$ cat config.mk
export PLATFORM = sky130hd
export DESIGN_NAME = rgb_min_max_contrast_stretch_core
export DESIGN_NICKNAME = d
export VERILOG_FILES = /design/src/rtl/mmcs_pkg.sv /design/src/rtl/rgb_min_max_contrast_stretch_core.sv /design/src/rtl/mmcs_ctrl.sv /design/src/rtl/mmcs_dp.sv
export SDC_FILE = /design/constraint.sdc
export NUM_CORES = 1
export LEC_CHECK = 0
export BUFFER_PORTS_ARGS = -buffer_cell sky130_fd_sc_hd__buf_2
export CORE_MARGIN = 8
export CORE_UTILIZATION = 45
export DETAILED_ROUTE_END_ITERATION = 10
export HOLD_SLACK_MARGIN = 0.08
export PLACE_DENSITY = 0.61
export SLEW_MARGIN = 10
export SYNTH_ARGS = -nofsm -noshare
export SYNTH_HDL_FRONTEND = slang
export SYNTH_SLANG_ARGS = --single-unit
$ cat constraint.sdc
create_clock -name i_clk -period 7.5 [get_ports i_clk]
set_clock_uncertainty 0.15 [all_clocks]
set_input_delay 0 -clock i_clk [delete_from_list [all_inputs] [get_ports i_clk]]
set_output_delay 0 -clock i_clk [all_outputs]
set_load 0.02 [all_outputs]
$ cat src/rtl/mmcs_pkg.sv
// Package for the min/max contrast stretch block: widths, constants, codes,
// and the command/status structs between controller and datapath. No dependencies.
package mmcs_pkg;

    localparam int PIX_W     = 8;
    localparam int DIV_STEPS = PIX_W;
    localparam int CNT_W     = $clog2(DIV_STEPS);
    localparam int LANES     = 3;

    localparam logic [PIX_W-1:0] FULL_SCALE = {PIX_W{1'b1}};
    localparam logic [PIX_W-1:0] ZERO_PIX   = '0;

    localparam logic CMD_MEASURE = 1'b0;
    localparam logic CMD_STRETCH = 1'b1;

    typedef struct packed {
        logic fold;
        logic load;
        logic step;
        logic emit;
    } t_dp_cmd;

    typedef struct packed {
        logic out_free;
    } t_dp_stat;

endpackage

$ cat src/rtl/rgb_min_max_contrast_stretch_core.sv
// Min/max contrast stretch of 8-bit RGB pixels. A measure beat (command 0) does not stall
// the input and folds the pixel's smallest and largest channel into the running statistics,
// clearing them first when start_frame is set. A stretch beat (command 1) stalls the input
// until its result is written: the beat is loaded, then the restoring dividers produce
// one quotient bit per cycle in all three channels at once, and then the output register
// is written, which may wait while the result is stalled.
// Depends on mmcs_pkg, mmcs_ctrl and mmcs_dp.
module rgb_min_max_contrast_stretch_core
    import mmcs_pkg::*;
(
    input  logic             i_clk,
    input  logic             i_rst_n,
    input  logic             i_valid,
    output logic             o_stall,
    input  logic             i_command,
    input  logic             i_start_frame,
    input  logic [PIX_W-1:0] i_red,
    input  logic [PIX_W-1:0] i_green,
    input  logic [PIX_W-1:0] i_blue,
    output logic             o_valid,
    input  logic             i_stall,
    output logic [PIX_W-1:0] o_red_out,
    output logic [PIX_W-1:0] o_green_out,
    output logic [PIX_W-1:0] o_blue_out
);

    t_dp_cmd  dp_cmd;
    t_dp_stat dp_stat;

    mmcs_ctrl u_ctrl (
        .i_clk     (i_clk),
        .i_rst_n   (i_rst_n),
        .i_valid   (i_valid),
        .i_command (i_command),
        .i_stat    (dp_stat),
        .o_stall   (o_stall),
        .o_cmd     (dp_cmd)
    );

    mmcs_dp u_dp (
        .i_clk         (i_clk),
        .i_rst_n       (i_rst_n),
        .i_cmd         (dp_cmd),
        .i_start_frame (i_start_frame),
        .i_red         (i_red),
        .i_green       (i_green),
        .i_blue        (i_blue),
        .i_out_stall   (i_stall),
        .o_stat        (dp_stat),
        .o_valid       (o_valid),
        .o_red_out     (o_red_out),
        .o_green_out   (o_green_out),
        .o_blue_out    (o_blue_out)
    );

endmodule

$ cat src/rtl/mmcs_ctrl.sv
// Controller state machine of the contrast stretch block.
// Depends on mmcs_pkg; drives the datapath through t_dp_cmd and reads t_dp_stat.
module mmcs_ctrl
    import mmcs_pkg::*;
(
    input  logic     i_clk,
    input  logic     i_rst_n,
    input  logic     i_valid,
    input  logic     i_command,
    input  t_dp_stat i_stat,
    output logic     o_stall,
    output t_dp_cmd  o_cmd
);

    typedef enum logic [2:0] {
        S_IDLE = 3'b001,
        S_DIV  = 3'b010,
        S_EMIT = 3'b100
    } t_state;

    t_state           r_state, n_state;
    logic [CNT_W-1:0] r_cnt, n_cnt;

    always_comb begin
        n_state = r_state;
        n_cnt   = r_cnt;
        o_cmd   = '0;
        case (r_state)
            S_IDLE: begin
                if (i_valid) begin
                    if (i_command == CMD_STRETCH) begin
                        o_cmd.load = 1'b1;
                        n_cnt      = '0;
                        n_state    = S_DIV;
                    end else begin
                        o_cmd.fold = 1'b1;
                    end
                end
            end
            S_DIV: begin
                o_cmd.step = 1'b1;
                n_cnt      = r_cnt + 1'b1;
                if (r_cnt == CNT_W'(DIV_STEPS - 1)) begin
                    n_state = S_EMIT;
                end
            end
            S_EMIT: begin
                if (i_stat.out_free) begin
                    o_cmd.emit = 1'b1;
                    n_state    = S_IDLE;
                end
            end
            default: begin
                n_state = S_IDLE;
            end
        endcase
    end

    assign o_stall = (r_state != S_IDLE);

    always_ff @(posedge i_clk) begin
        if (!i_rst_n) begin
            r_state <= S_IDLE;
            r_cnt   <= '0;
        end else begin
            r_state <= n_state;
            r_cnt   <= n_cnt;
        end
    end

endmodule

$ cat src/rtl/mmcs_dp.sv
// Datapath of the contrast stretch block: running min/max, three restoring
// dividers and the output register. Depends on mmcs_pkg.
module mmcs_dp
    import mmcs_pkg::*;
(
    input  logic             i_clk,
    input  logic             i_rst_n,
    input  t_dp_cmd          i_cmd,
    input  logic             i_start_frame,
    input  logic [PIX_W-1:0] i_red,
    input  logic [PIX_W-1:0] i_green,
    input  logic [PIX_W-1:0] i_blue,
    input  logic             i_out_stall,
    output t_dp_stat         o_stat,
    output logic             o_valid,
    output logic [PIX_W-1:0] o_red_out,
    output logic [PIX_W-1:0] o_green_out,
    output logic [PIX_W-1:0] o_blue_out
);

    logic [PIX_W-1:0] r_max, r_min, n_max, n_min;
    logic [PIX_W-1:0] r_div;
    logic [PIX_W-1:0] r_rem [LANES];
    logic [PIX_W-1:0] r_num [LANES];
    logic             r_zero [LANES];
    logic             r_sat [LANES];
    logic [PIX_W-1:0] r_out [LANES];
    logic             r_out_valid;

    logic [PIX_W-1:0]   pix [LANES];
    logic [PIX_W-1:0]   pmin, pmax, base_min, base_max;
    logic               degen;
    logic [PIX_W-1:0]   diff [LANES];
    logic [2*PIX_W-1:0] prod [LANES];
    logic [PIX_W:0]     trial [LANES];
    logic [PIX_W:0]     trial_sub [LANES];
    logic [PIX_W-1:0]   n_rem [LANES];
    logic [PIX_W-1:0]   n_num [LANES];

    assign pix[0] = i_red;
    assign pix[1] = i_green;
    assign pix[2] = i_blue;

    always_comb begin
        pmin = pix[0];
        pmax = pix[0];
        for (int k = 1; k < LANES; k++) begin
            if (pix[k] < pmin) pmin = pix[k];
            if (pix[k] > pmax) pmax = pix[k];
        end
        base_min = i_start_frame ? FULL_SCALE : r_min;
        base_max = i_start_frame ? ZERO_PIX : r_max;
        n_min    = (pmin < base_min) ? pmin : base_min;
        n_max    = (pmax > base_max) ? pmax : base_max;
    end

    assign degen = (r_max <= r_min);

    always_comb begin
        for (int k = 0; k < LANES; k++) begin
            diff[k]      = pix[k] - r_min;
            prod[k]      = {diff[k], ZERO_PIX} - {ZERO_PIX, diff[k]};
            trial[k]     = {r_rem[k], r_num[k][PIX_W-1]};
            trial_sub[k] = trial[k] - {1'b0, r_div};
            if (trial[k] >= {1'b0, r_div}) begin
                n_rem[k] = trial_sub[k][PIX_W-1:0];
                n_num[k] = {r_num[k][PIX_W-2:0], 1'b1};
            end else begin
                n_rem[k] = trial[k][PIX_W-1:0];
                n_num[k] = {r_num[k][PIX_W-2:0], 1'b0};
            end
        end
    end

    always_ff @(posedge i_clk) begin
        if (!i_rst_n) begin
            r_max <= ZERO_PIX;
            r_min <= FULL_SCALE;
        end else if (i_cmd.fold) begin
            r_max <= n_max;
            r_min <= n_min;
        end
    end

    always_ff @(posedge i_clk) begin
        if (i_cmd.load) begin
            r_div <= r_max - r_min;
            for (int k = 0; k < LANES; k++) begin
                r_rem[k]  <= prod[k][2*PIX_W-1:PIX_W];
                r_num[k]  <= prod[k][PIX_W-1:0];
                r_zero[k] <= degen || (pix[k] < r_min);
                r_sat[k]  <= (pix[k] >= r_max);
            end
        end else if (i_cmd.step) begin
            for (int k = 0; k < LANES; k++) begin
                r_rem[k] <= n_rem[k];
                r_num[k] <= n_num[k];
            end
        end
    end

    always_ff @(posedge i_clk) begin
        if (i_cmd.emit) begin
            for (int k = 0; k < LANES; k++) begin
                if (r_zero[k]) begin
                    r_out[k] <= ZERO_PIX;
                end else if (r_sat[k]) begin
                    r_out[k] <= FULL_SCALE;
                end else begin
                    r_out[k] <= r_num[k];
                end
            end
        end
    end

    always_ff @(posedge i_clk) begin
        if (!i_rst_n) begin
            r_out_valid <= 1'b0;
        end else if (i_cmd.emit) begin
            r_out_valid <= 1'b1;
        end else if (!i_out_stall) begin
            r_out_valid <= 1'b0;
        end
    end

    assign o_stat.out_free = !r_out_valid || !i_out_stall;
    assign o_valid         = r_out_valid;
    assign o_red_out       = r_out[0];
    assign o_green_out     = r_out[1];
    assign o_blue_out      = r_out[2];

endmodule

# After elaboration in Yosys (flattened, before gate mapping)
# Memories as Yosys holds them, arrays and structs flattened.
# Cells that the tools add are included.
[totals]
ff_bits = 31
ram_bits = 78
inputBits = 30
output_inout_bits = 26
elab_cells = 150
mem_count = 5
[memory_table]
columns = ["name", "words", "width", "read_ports", "rd_clocked_by_memory_dff", "write_ports", "line_no", "text"]
rows = [
  ["u_dp.r_num", 3, 8, 3, 0, 3, "mmcs_dp.sv:24", "logic [PIX_W-1:0] r_num [LANES];"],
  ["u_dp.r_out", 3, 8, 3, 0, 3, "mmcs_dp.sv:27", "logic [PIX_W-1:0] r_out [LANES];"],
  ["u_dp.r_rem", 3, 8, 3, 0, 3, "mmcs_dp.sv:23", "logic [PIX_W-1:0] r_rem [LANES];"],
  ["u_dp.r_sat", 3, 1, 3, 0, 3, "mmcs_dp.sv:26", "logic r_sat [LANES];"],
  ["u_dp.r_zero", 3, 1, 3, 0, 3, "mmcs_dp.sv:25", "logic r_zero [LANES];"],
]
[classes]
addsub = 11
n_lt_le_gt_ge = 16
eq_ne = 10
mux = 81
bitwise = 12
n_reduce_logical = 9
[ops]
columns = ["operator", "count"]
rows = [
  ["$mux 8", 23],
  ["$sub 8x8->8", 7],
  ["$lt 8x8->1", 6],
  ["$mux 1", 48],
  ["$sub 16x8->16", 3],
  ["$ge 9x8->1", 3],
  ["$ge 8x8->1", 3],
  ["$gt 8x8->1", 3],
  ["$mux 3", 6],
  ["$or 1x1->1", 12],
  ["$pmux 3 s3", 1],
  ["$le 8x8->1", 1],
  ["$eq 3x3->1 const B", 2],
  ["$ne 2x2->1 const B", 3],
  ["$pmux 3 s2", 1],
  ["$logic_or 1x1->1", 4],
  ["$mux 2", 2],
  ["$ne 2x1->1 const B", 2],
  ["$reduce_and 4->1", 1],
  ["$add 3x1->3 const B", 1],
  ["$eq 3x1->1 const B", 1],
  ["$eq 3x2->1 const B", 1],
  ["$ne 3x1->1 const B", 1],
  ["$reduce_and 3->1", 1],
  ["other kinds (2)", 3],
]

# Depth between registers and ports, before layout
# Gate-level depths: netlist of run 1.
[logic_depth]
ltp_word = 8
depth_mapped = 23
ltp_nobuf = 21

# Cells and area by module
# A second synthesis of run 1 with hierarchy kept.
[unflattened]
cells_unflattened = 1009
hier_area_um2 = 9236.4
[by_module_without_submodules]
columns = ["mod", "instances", "cells_per_inst", "area_per_inst_um2", "seq_area_each_um2"]
rows = [
  ["mmcs_dp", 1, 976, 8914.8, 2922.8],
  ["mmcs_ctrl", 1, 33, 321.6, 120.1],
]

# Worst setup path before layout of run 1
# Ideal clock, no wire load.
[synth_path]
path_type = "input-to-reg"
start = "input i_red[1]"
end = "register u_dp.r_min[0]"
setup_time_ps = 59
arrival_time_ps = 4650
required_time_ps = 7291
slack_ps = 2641
path_stages = 23
path_buffers = 2
path_cell_list = "inv_1 > ha_1 > nor2b_1 > o31a_1 > o21a_1 > or2_2 > clkbuf_1 > mux2i_1 > ha_1 > a211o_1 > or2_2 > a21oi_1 > a21o_1 > clkbuf_1 > mux2_2 > inv_1 > ha_1 > a21o_1 > a21o_1 > a21oi_1 > o21ai_0 > a22oi_2 > o32a_1"
[synth_via]
elab_chain_len = 6
[synth_rtl]
columns = ["element", "line_no", "text"]
rows = [
  ["start: declaration", "rgb_min_max_contrast_stretch_core.sv:17", "input logic [PIX_W-1:0] i_red,"],
  ["$lt 8x8->1", "mmcs_dp.sv:48", "if (pix[k] < pmin) pmin = pix[k];"],
  ["$mux 8 *", "mmcs_dp.sv:48", ""],
  ["$lt 8x8->1", "mmcs_dp.sv:48", ""],
  ["$mux 8 *", "mmcs_dp.sv:48", ""],
  ["$lt 8x8->1", "mmcs_dp.sv:53", "n_min = (pmin < base_min) ? pmin : base_min;"],
  ["$mux 8 *", "mmcs_dp.sv:53", ""],
  ["end signal: assignment", "mmcs_dp.sv:81", "r_min <= n_min;"],
  ["end: declaration", "mmcs_dp.sv:21", "logic [PIX_W-1:0] r_max, r_min, n_max, n_min;"],
]
# Every way passes the cells marked *; elsewhere a longest branch is shown, timed or not.
# A chain may end at the register's enable or synchronous reset.

# Worst setup path after layout of run 1
[layout_path]
start = "input i_red[1]"
end = "register u_dp.r_max[0]"
[layout_via]
elab_chain_len = 6
[layout_rtl]
columns = ["element", "line_no", "text"]
rows = [
  ["$gt 8x8->1", "mmcs_dp.sv:49", "if (pix[k] > pmax) pmax = pix[k];"],
  ["$mux 8 *", "mmcs_dp.sv:49", ""],
  ["$gt 8x8->1", "mmcs_dp.sv:49", ""],
  ["$mux 8 *", "mmcs_dp.sv:49", ""],
  ["$gt 8x8->1", "mmcs_dp.sv:54", "n_max = (pmax > base_max) ? pmax : base_max;"],
  ["$mux 8 *", "mmcs_dp.sv:54", ""],
  ["end signal: assignment", "mmcs_dp.sv:80", "r_max <= n_max;"],
  ["end: declaration", "mmcs_dp.sv:21", ""],
]
# Marks and branches as above.

==> metrics, run 1 <==
Post-CTS Setup Bufs=0; Num CTS Buffers=9; dpl ws=2.26 ns; CP max FO=8; antenna violations before repair=0; die height=159 µm; CTS Buffer Depth=2; Worst-path clk slew=0.07 ns; GRT Overall Usage=0.195; Synth Warn #=0; Starting Density=0.456; setup_tns=0 ns; post-synthesis sequential area ratio=0.331; Nets=1212; WHS Path Cells=4; Synth top cells by count=123 x ha_1, 87 x inv_1, 86 x edfxtp_1, 78 x nor2_1, 60 x o21ai_0; first-pass GRT wire length=39800 µm; Final Hold Vio Count=0; Worst Hold Class=input pin to register; hold_sp=i_green[7]; Power Dens Cells=190 mW/mm²; H-tree depth=3; Synth area leaders=edfxtp_1 28%, ha_1 17%, dfxtp_1 5.0%; FILL cells=1952; Worst R2R Start=u_ctrl.r_state[2]; largest net degree at the start of global routing=61; critical path data arrival time=5.87 ns; Worst Path Required=7.66 ns; Root Buffer=clkbuf_16; Post-DP Area=0.00975 mm²; cells along the critical path=buf_2 > inv_1 > ha_1 > nor2b_1 > o31a_1 > o21a_1 > o22a_1 > mux2i_1 > ha_1 > a21oi_1 > o22ai_1 > o21ai_0 > a32oi_1 > mux2i_1 > ha_1 > and3_1 > nand4_1 > o21ai_0 > a21oi_1 > nand3_1 > dlygate4sd3_1 > o22ai_1 > dlygate4sd3_1; antenna diode count=0; final worst setup slack=1.78 ns; final slew viol count=0; post-synth cell types=69; crit-path leading delay family=compound AO/OA/AOI/OAI gates; #FFs+latches synth=109; crit path kind=input pin to register; DR iter-0 viols=624; Worst VDD drop=0.104 mV; PortBufs=55; Synth top area share=0.281; gp weighted congestion=0.952; die outline width=159 µm; worst setup path startpoint=i_red[1]; full die area=0.0253 mm²; ANT nets after route=0; max incr delay on CP=0.82 ns; Syn Nets=1151; Crit path top cell by count=ha_1; Syn Std Cell Area=0.00920 mm²; Lkg Pwr=4.29 nW; R2R setup slack=3.86 ns; Final Instance Area=0.0102 mm²; vias in the first global route=7396; # rows=52; hold buffers post-CTS=17; worst slew pin tran=1.09 ns; area grow syn2layout=11.0%; maxcap violations=0; core area=0.0202 mm²; min cycle time layout=5.72 ns; ys flop type=edfxtp_1; most frequent cell after synthesis=ha_1; CP Capture Type=register; post-DP HPWL=18900 µm; Routed WL per cell=18.5 µm; ratio of cells with drive above 1 in the final layout=0.0946; slowest CP cell=a32oi_1; Max-slew headroom=0.271; Synth area leader=edfxtp_1; WP buf/inv=4; clk_lat worst skew=0.36 ns; Reg2Reg Depth=7; CTS tree=built; Mapped Cells=991; DRC Markers=0; RSZ-0062 raised after global routing=false; I/O Pins=56; Max Freq=0.175 GHz; utilization after layout=0.507; final setup fails=0; syn avg cell area=9.28 µm²; Initial DRT Pass Iterations=5; Hold EP=u_dp.r_sat[0][1]; via count=7541; Vias per Instance=5.68; EDFF count, synth=86; ys async rst share=0; clock sink count=109; final wirelength=24600 µm; cts repair resizes=0; Reg2Reg Capture Point=u_dp.r_max[0]; status=complete, no violations; CP startpoint kind=input pin; Tcrit/Tclk final=0.762; gr ovfl total=0
## area by class of cell
type | count | area (µm²) | share of cell area
clock buffer | 9 | 225 | 0.0220
timing repair buffer | 76 | 475 | 0.0465
clock inverter | 7 | 72.6 | 0.00710
sequential | 109 | 3040 | 0.298
tap | 270 | 338 | 0.0331
multi-input combinational | 769 | 5740 | 0.561
inverter | 87 | 327 | 0.0320
## worst reg2reg max path: cells and delay by family, from the launching register on
kind                   cells  cell delay, ns
AND/OR/NAND/NOR            3            1.06
AO/OA/AOI/OAI              1            0.15
buffers and inverters      3            1.85
flip-flops                 1            0.38
## report_power, final
part,switching (W),total [W],internal (W)
Combinational,0.000404,0.000702,0.000298
Clock,0.000233,0.000494,0.000261
Sequential,0.0000336,0.000748,0.000715
Total,0.000670,0.00194,0.00127
## layer usage
| layer | GRT usage | wire length [µm] | vias up |
|---|---|---|---|
| met2 | 0.307 | 11000 | 172 |
| met1 | 0.272 | 12000 | 3542 |
| met5 | 0 | 0 | - |
| met3 | 0.0266 | 1080 | 41 |
| met4 | 0.0652 | 574 | 0 |
| li1 | - | - | 3786 |
## placed cells by master (no fill, tap or decap), types with 9 or more instances in the layout
cell type | synthesis | routed
dlygate4sd3_1 | 0 | 17
clkbuf_16 | 0 | 9
nand4_1 | 10 | 10
nand2_1 | 59 | 58
ha_1 | 123 | 123
nor3_1 | 17 | 17
o21ai_0 | 60 | 60
o31ai_1 | 10 | 10
edfxtp_1 | 86 | 86
o21a_1 | 52 | 52
nor2b_1 | 20 | 20
mux2_2 | 12 | 12
xnor2_1 | 28 | 28
nor2_1 | 78 | 77
mux2i_1 | 31 | 31
a21oi_1 | 50 | 50
inv_1 | 87 | 87
buf_2 | 3 | 55
nand2b_1 | 12 | 12
a21boi_0 | 12 | 12
nand3_1 | 21 | 21
a21o_1 | 27 | 27
dfxtp_1 | 23 | 23
## sequential cells by signal, summed over array words and instances, names as in the netlist
| register | flops |
|---|---|
| u_dp.r_sat | 3 |
| u_dp.r_max | 8 |
| u_dp.r_zero | 3 |
| u_dp.r_num | 24 |
| u_dp.o_valid | 1 |
| u_ctrl.r_cnt | 3 |
| u_dp.r_out | 24 |
| u_dp.r_div | 8 |
| u_dp.r_rem | 24 |
| u_ctrl.r_state | 3 |
| u_dp.r_min | 8 |
## cell families after synthesis
logic type,synth area share
buffers and inverters,0.0465
multiplexers,0.0484
AO/OA/AOI/OAI,0.218
flip-flops,0.331
AND/OR/NAND/NOR,0.141
XOR/XNOR,0.0324
adder cells (fa/ha/maj),0.182
## how the worst max path moves through the flow
stage | to | slack, ns | cells past startpoint
detailed placement | u_dp.r_min[0] | 2.26 | 22
finish | u_dp.r_max[0] | 1.78 | 23
global route | u_dp.r_max[0] | 1.42 | 20
global placement | u_dp.r_max[5] | 2.36 | 22
CTS | u_dp.r_max[0] | 1.87 | 22
floorplan | u_dp.r_min[0] | 2.64 | 23
## per-stage QoR
step / std cells / hold slack [ns] / power (W)
after CTS: 1327 / 0.120 / 0.00195
final: 1327 / 0.132 / 0.00194
after floorplan: 991 / 0.0707 / 0.00127
after global placement: 1294 / 0.219 / 0.00144
after detailed placement: 1294 / 0.216 / 0.00145
after global routing: 1327 / 0.128 / 0.00207
Power figures use the tool's default switching activity.
==> inputs of run 2 (changes only) <==
--- a/config.mk
+++ b/config.mk
@@ -5,12 +5,13 @@
 export SDC_FILE = /design/constraint.sdc
 export NUM_CORES = 1
 export LEC_CHECK = 0
+export ABC_AREA = 1
 export BUFFER_PORTS_ARGS = -buffer_cell sky130_fd_sc_hd__buf_2
 export CORE_MARGIN = 8
 export CORE_UTILIZATION = 45
 export DETAILED_ROUTE_END_ITERATION = 10
 export HOLD_SLACK_MARGIN = 0.08
-export PLACE_DENSITY = 0.61
+export PLACE_DENSITY = 0.63
 export SLEW_MARGIN = 10
 export SYNTH_ARGS = -nofsm -noshare
 export SYNTH_HDL_FRONTEND = slang
==> constraint.sdc (replaced) <==
create_clock -name i_clk -period 4.75 [get_ports i_clk]
set_clock_uncertainty 0.15 [all_clocks]
set_input_delay 0 -clock i_clk [delete_from_list [all_inputs] [get_ports i_clk]]
set_output_delay 0 -clock i_clk [all_outputs]
set_load 0.02 [all_outputs]
==> run 2 against run 1 <==
Compared with the run above:
- routed wire length shrank 4.0%
- clock power grew 47%
- utilization grew 0.73 points
- combinational power grew to 3.5 times the previous value
- via count grew 1.5%
- sequential power grew 100%
- sequential share of layout area grew 0.54 points
- worst setup slack lost 1.3 ns
- register-to-register slack lost 2.5 ns
- synthesized cell count grew 14%
- total power grew 140%
- non-clock buffer count grew 5
- largest power group is now combinational logic
==> metrics, run 2 <==
GRT Overall Usage=0.197 (was 0.195); post-DP HPWL=18700 µm (was 18900 µm); Reg2Reg Depth=16 (was 7); Synth area leader=edfxtp_1 (unchanged); Mapped Cells=1134 (was 991); gr ovfl total=0 (unchanged); antenna diode count=0 (unchanged); crit-path leading delay family=compound AO/OA/AOI/OAI gates (unchanged); Synth top area share=0.287 (was 0.281); Worst R2R Start=u_dp.r_min[0] (was u_ctrl.r_state[2]); gp weighted congestion=0.887 (was 0.952); Final Hold Vio Count=0 (unchanged); clock sink count=109 (unchanged); worst setup path startpoint=i_red[5] (was i_red[1]); Num CTS Buffers=9 (unchanged); setup_tns=0 ns (unchanged); Power Dens Cells=471 mW/mm² (was 190 mW/mm²); Max Freq=0.236 GHz; crit path kind=input pin to register (unchanged); ys async rst share=0 (unchanged); critical path data arrival time=4.40 ns (was 5.87 ns); clk_lat worst skew=0.36 ns (about the same); post-synth cell types=45 (was 69); Syn Std Cell Area=0.00899 mm² (was 0.00920 mm²); WHS Path Cells=6 (was 4); fin cells=1475 (was 1327); DRC Markers=0 (unchanged); Synth area leaders=edfxtp_1 29%, ha_1 17%, nand2_1 8.9% (was edfxtp_1 28%, ha_1 17%, dfxtp_1 5.0%); I/O Pins=56 (unchanged); final slew viol count=0 (unchanged); final wirelength=23600 µm (was 24600 µm); #FFs+latches synth=109 (unchanged); Worst Path Required=4.91 ns (was 7.66 ns); syn avg cell area=7.93 µm² (was 9.28 µm²); Lkg Pwr=4.60 nW (was 4.29 nW); Vias per Instance=5.19 (was 5.68); maxcap violations=0 (unchanged); Hold EP=u_dp.r_min[0] (was u_dp.r_sat[0][1]); Nets=1365 (was 1212); post-synthesis sequential area ratio=0.338 (was 0.331); Tcrit/Tclk final=0.893; Synth top cells by count=212 x nand2_1, 169 x inv_1, 123 x ha_1, 113 x a21oi_1 (was 123 x ha_1, 87 x inv_1, 86 x edfxtp_1, 78 x nor2_1, 60 x o21ai_0); CTS tree=built (unchanged); WP buf/inv=6 (was 4); area grow syn2layout=11.6% (was 11.0%); placed insts=1446 (was 1294); Synth Warn #=0 (unchanged); leading cell type in the layout, fill and taps excluded=nand2_1 (was ha_1); die outline width=157 µm (was 159 µm); CP Capture Type=register (unchanged); ANT nets after route=0 (unchanged); status=complete, no violations (unchanged); Starting Density=0.460 (was 0.456); Max-slew headroom=0.372 (was 0.271); min cycle time layout=4.24 ns; RSZ-0062 raised after global routing=false (unchanged); R2R setup slack=1.32 ns (was 3.86 ns); ys flop type=edfxtp_1 (unchanged); slowest CP cell=dlygate4sd3_1 (was a32oi_1); full die area=0.0248 mm² (was 0.0253 mm²); hold_sp=i_blue[0] (was i_green[7]); via count=7652 (was 7541); CP max FO=15 (was 8); CP startpoint kind=input pin (unchanged); core area=0.0195 mm² (was 0.0202 mm²); FILL cells=1934 (was 1952); DR iter-0 viols=579 (was 624); Top Registers=u_dp.r_num (24), u_dp.r_out (24), u_dp.r_rem (24) (unchanged); CTS Buffer Depth=2 (unchanged); PortBufs=55 (unchanged); Post-CTS Setup Bufs=0 (unchanged); Worst-path clk slew=0.08 ns (was 0.07 ns); Worst VDD drop=0.224 mV (was 0.104 mV); H-tree depth=3 (unchanged); max incr delay on CP=0.57 ns (was 0.82 ns); commonest cells after routing, fill and taps aside=211 x nand2_1, 169 x inv_1, 123 x ha_1, 113 x a21oi_1 (was 123 x ha_1, 87 x inv_1, 86 x edfxtp_1, 77 x nor2_1, 60 x o21ai_0); worst slew pin tran=0.942 ns (was 1.09 ns); ratio of cells with drive above 1 in the final layout=0.0959 (was 0.0946); vias in the first global route=7278 (was 7396); Root Buffer=clkbuf_16 (unchanged); Worst Hold Class=input pin to register (unchanged); largest net degree at the start of global routing=50 (was 61); EDFF count, synth=86 (unchanged); Routed WL per cell=16.0 µm (was 18.5 µm); worst hold margin=0.115 ns (was 0.132 ns); antenna violations before repair=0 (unchanged); first-pass GRT wire length=38100 µm (was 39800 µm); final setup fails=0 (unchanged); Reg2Reg Capture Point=u_dp.r_rem[0][1] (was u_dp.r_max[0]); most frequent cell after synthesis=nand2_1 (was ha_1); # rows=51 (was 52); die height=157 µm (was 159 µm); Initial DRT Pass Iterations=5 (unchanged); Syn Nets=1294 (was 1151)
==> run 2: what timing repair did <==
item,CTS,global route
endpoints found under the hold margin,41,0
setup endpoints to repair,0,8
hold buffers,13,0
gates resized for setup,0,2
==> run 2: through the flow <==
stage               power, W  utilization  cell area [µm²]  worst slack, ns
CTS                  0.00474        0.513            10000            0.394
global placement     0.00394        0.493             9620           0.0583
finish               0.00472        0.514            10000            0.509
detailed placement   0.00397        0.493             9620           0.0396
global route         0.00517        0.514            10000            0.104
floorplan            0.00336            -             8990            0.671
==> run 2: worst max-delay path by stage <==
stage / end / slack [ns] / cells after the start
after detailed placement: u_dp.r_max[5] / 0.04 / 26
after CTS: u_dp.r_max[5] / 0.39 / 26
final: u_dp.r_min[4] / 0.51 / 26
after global routing: u_dp.r_min[4] / 0.10 / 28
after floorplan: u_dp.r_max[4] / 0.67 / 26
after global placement: u_dp.r_max[7] / 0.06 / 26
==> run 2: area by class of cell <==
class                           count  area (µm²)  share of cell area
Sequential cell                   109        3040               0.303
Inverter                          178         668              0.0666
Clock buffer                       10         229              0.0228
Multi-Input combinational cell    826        5210               0.520
Timing Repair Buffer               81         503              0.0501
Clock inverter                      6        46.3             0.00461
Tap cell                          265         332              0.0330
==> run 2: report_power, final <==
group	total, W	switching, W	internal (W)
Sequential	0.00153	0.000131	0.00140
Combinational	0.00247	0.00157	0.000899
Clock	0.000726	0.000364	0.000362
==> run 2: logic make-up after synthesis <==
logic type	count (synthesis)	synth area share
flip-flops	109	0.338
adder cells (fa/ha/maj)	130	0.187
XOR/XNOR	35	0.0341
AND/OR/NAND/NOR	379	0.181
AO/OA/AOI/OAI	282	0.176
buffers and inverters	199	0.0834
==> run 2: routing by layer <==
layer | part of all wire | vias to the layer above | track usage
met5 | 0 | - | 0
met3 | 0.043 | 33 | 0.0247
li1 | - | 3976 | -
met2 | 0.46 | 176 | 0.322
met1 | 0.47 | 3467 | 0.264
met4 | 0.026 | 0 | 0.0684
==> run 2: worst register-to-register path: stages (launching register included) <==
cell     delay, ns
dfxtp_1       0.63
ha_1          0.26
inv_2         0.04
fa_1          0.39
nand2_1       0.08
inv_1         0.04
o21ai_0       0.17
nand2_1       0.11
a21oi_1       0.15
o21ai_1       0.10
xor2_1        0.34
inv_1         0.07
nor2_1        0.14
nand2_1       0.14
nand2_1       0.12
xor2_1        0.15
o21ai_1       0.08
==> inputs of run 3 (changes only) <==
--- a/config.mk
+++ b/config.mk
@@ -15,4 +15,5 @@
 export SLEW_MARGIN = 10
 export SYNTH_ARGS = -nofsm -noshare
 export SYNTH_HDL_FRONTEND = slang
+export SYNTH_HIERARCHICAL = 1
 export SYNTH_SLANG_ARGS = --single-unit
==> run 3 against run 2 <==
Compared with the run above:
- via count increased by 3.0%
- design area up 2.1%
- total power down 21%
- worst setup slack gained 0.073 ns
- area after synthesis grew 1.5%
- largest power group unchanged
==> metrics, run 3 <==
Power Dens Cells=365 mW/mm² (was 471 mW/mm²); final wirelength=24000 µm (was 23600 µm); core area=0.0200 mm² (was 0.0195 mm²); Worst R2R Start=u_dp/r_min[0] (was u_dp.r_min[0]); full die area=0.0251 mm² (was 0.0248 mm²); ys flop type=edfxtp_1 (unchanged); maxcap violations=0 (unchanged); DRC Markers=0 (unchanged); status=complete, no violations (unchanged); CP Capture Type=register (unchanged); ys async rst share=0 (unchanged); syn avg cell area=7.86 µm² (was 7.93 µm²); ratio of cells with drive above 1 in the final layout=0.113 (was 0.0959); Max-slew headroom=0.490 (was 0.372); Synth area leaders=edfxtp_1 28%, ha_1 17%, nand2_1 8.8% (was edfxtp_1 29%, ha_1 17%, nand2_1 8.9%); Worst VDD drop=0.196 mV (was 0.224 mV); via count=7879 (was 7652); largest net degree at the start of global routing=45 (was 50); #FFs+latches synth=109 (unchanged); post-synth cell types=54 (was 45); PortBufs=55 (unchanged); Num CTS Buffers=9 (unchanged); critical path data arrival time=4.24 ns (was 4.40 ns); Nets=1394 (was 1365); R2R setup slack=1.30 ns (was 1.32 ns); Synth top area share=0.283 (was 0.287); # rows=52 (was 51); Routed WL per cell=15.9 µm (was 16.0 µm); multi-input logic area=0.00532 mm² (was 0.00521 mm²); clock sink count=109 (unchanged); Lkg Pwr=4.74 nW (was 4.60 nW); Initial DRT Pass Iterations=5 (unchanged); Starting Density=0.455 (was 0.460); Reg2Reg Depth=17 (was 16); Synth Warn #=6 (was 0); Synth area leader=edfxtp_1 (unchanged); Reg2Reg Capture Point=u_dp/r_rem[0][2] (was u_dp.r_rem[0][1]); Synth top cells by count=214 x nand2_1, 163 x inv_1, 123 x ha_1, 108 x a21oi_1, 96 x nor2_1 (was 212 x nand2_1, 169 x inv_1, 123 x ha_1, 113 x a21oi_1); clk_lat worst skew=0.35 ns (was 0.36 ns); min cycle time layout=4.17 ns (was 4.24 ns); leading cell type in the layout, fill and taps excluded=nand2_1 (unchanged); crit path kind=input pin to register (unchanged); first-pass GRT wire length=38500 µm (was 38100 µm); WHS Path Cells=3 (was 6); FILL cells=2016 (was 1934); final setup fails=0 (unchanged); antenna diode count=0 (unchanged); Final Hold Vio Count=0 (unchanged); Top Registers=u_dp/r_num (24), u_dp/r_out (24), u_dp/r_rem (24) (was u_dp.r_num (24), u_dp.r_out (24), u_dp.r_rem (24)); Worst-path clk slew=0.07 ns (was 0.08 ns); Syn Nets=1320 (was 1294); CTS Buffer Depth=2 (unchanged); antenna violations before repair=0 (unchanged); EDFF count, synth=86 (unchanged); setup_tns=0 ns (unchanged); Worst Path Required=4.83 ns (was 4.91 ns); Vias per Instance=5.22 (was 5.19); gp weighted congestion=0.954 (was 0.887); CP max FO=14 (was 15); Tcrit/Tclk final=0.877 (was 0.893); worst slew pin tran=0.764 ns (was 0.942 ns); Root Buffer=clkbuf_16 (unchanged); Hold EP=u_dp/r_zero[0][1] (was u_dp.r_min[0]); most frequent cell after synthesis=nand2_1 (unchanged); vias in the first global route=7585 (was 7278); I/O Pins=56 (unchanged); post-synthesis sequential area ratio=0.334 (was 0.338); die outline width=158 µm (was 157 µm); post-DP HPWL=19100 µm (was 18700 µm); DR iter-0 viols=513 (was 579); Mapped Cells=1160 (was 1134); Max Freq=0.240 GHz (was 0.236 GHz); CP startpoint kind=input pin (unchanged); commonest cells after routing, fill and taps aside=214 x nand2_1, 163 x inv_1, 123 x ha_1, 108 x a21oi_1, 95 x nor2_1 (was 211 x nand2_1, 169 x inv_1, 123 x ha_1, 113 x a21oi_1); hold_sp=i_green[7] (was i_blue[0]); die height=158 µm (was 157 µm); gr ovfl total=0 (unchanged); Worst Hold Class=input pin to register (unchanged); Syn Std Cell Area=0.00912 mm² (was 0.00899 mm²); final slew viol count=0 (unchanged); Reg area=0.00304 mm² (unchanged); area grow syn2layout=12.4% (was 11.6%); utilization after layout=0.511 (was 0.514); H-tree depth=3 (unchanged); CTS tree=built (unchanged); RSZ-0062 raised after global routing=false (unchanged); ANT nets after route=0 (unchanged); GRT Overall Usage=0.197 (about the same)
-- run 3: changes by cell type after synthesis, moves of 6 or more --
cell,previous run,this run
o21ai_0,86,56
inv_2,7,13
nor2_1,84,96
inv_1,169,163
o21ai_1,17,53
-- run 3: area by class of cell --
class | instances | area share
Multi-Input combinational cell | 848 | 0.519
Sequential cell | 109 | 0.297
Inverter | 177 | 0.0648
Timing Repair Buffer | 89 | 0.0559
Tap cell | 270 | 0.0330
Clock buffer | 10 | 0.0233
Clock inverter | 6 | 0.00684
-- run 3: kinds of logic after synthesis --
family / Yosys count / share of synthesized area
adders and majority gates: 130 / 0.184
buffers and inverters: 203 / 0.0844
xor gates and xnor gates: 33 / 0.0317
DFF: 109 / 0.334
and+or+nand+nor: 404 / 0.191
AOI/OAI and AO/OA: 281 / 0.175
-- run 3: power by group --
part           internal, W  switching [W]  leakage, nW
combinational     0.000606        0.00105         3.65
clock             0.000429       0.000362        0.149
sequential         0.00122      0.0000785        0.945
-- run 3: what timing repair did --
item | CTS | global route
hold buffers | 17 | 0
resized for setup | 0 | 1
setup buffers | 0 | 0
hold endpoints to repair | 27 | 0
setup endpoints to repair | 0 | 7
-- run 3: critical path, cell delays in order --
cell	delay, ns
buf_2	0.12
inv_1	0.08
ha_1	0.28
nand2_1	0.07
nor2_1	0.16
nand3_1	0.10
o21ai_2	0.31
buf_4	0.22
o21ai_0	0.13
ha_1	0.35
nand2_1	0.08
or3b_1	0.39
a31oi_2	0.16
buf_4	0.18
nand2_1	0.05
o21ai_1	0.14
ha_1	0.28
a21oi_1	0.15
nor2_1	0.05
a211oi_1	0.17
a32oi_1	0.12
inv_1	0.34
a21oi_1	0.14
o21ai_1	0.12
a21oi_1	0.08
-- run 3: how the worst max path moves through the flow --
stage / from / end / slack [ns]
6_report: i_red[6] / u_dp/r_max[6] / 0.58
5_1_grt: i_red[6] / u_dp/r_max[4] / 0.15
4_1_cts: i_red[6] / u_dp/r_max[4] / 0.48
3_5_place_dp: i_red[7] / u_dp/r_max[4] / 0.1
3_3_place_gp: i_red[7] / u_dp/r_max[5] / 0.17
2_1_floorplan: i_red[7] / u_dp/r_max[5] / 0.31
-- run 3: through the flow --
stage	power (W)	area [µm²]	hold WS (ns)	std cells	setup slack, ns
floorplan	0.00251	9120	-0.0514	1160	0.308
global placement	0.00291	9770	0.105	1476	0.172
detailed placement	0.00294	9770	0.120	1476	0.0993
CTS	0.00376	10200	0.101	1509	0.480
global route	0.00404	10200	0.142	1509	0.151
finish	0.00375	10200	0.119	1509	0.582
-- run 3: routing by layer --
| metal | GRT usage | part of all wire | vias up |
|---|---|---|---|
| li1 | - | - | 4061 |
| met1 | 0.247 | 0.46 | 3590 |
| met2 | 0.337 | 0.48 | 184 |
| met3 | 0.0195 | 0.032 | 44 |
| met4 | 0.0912 | 0.036 | 0 |
| met5 | 0 | 0 | - |
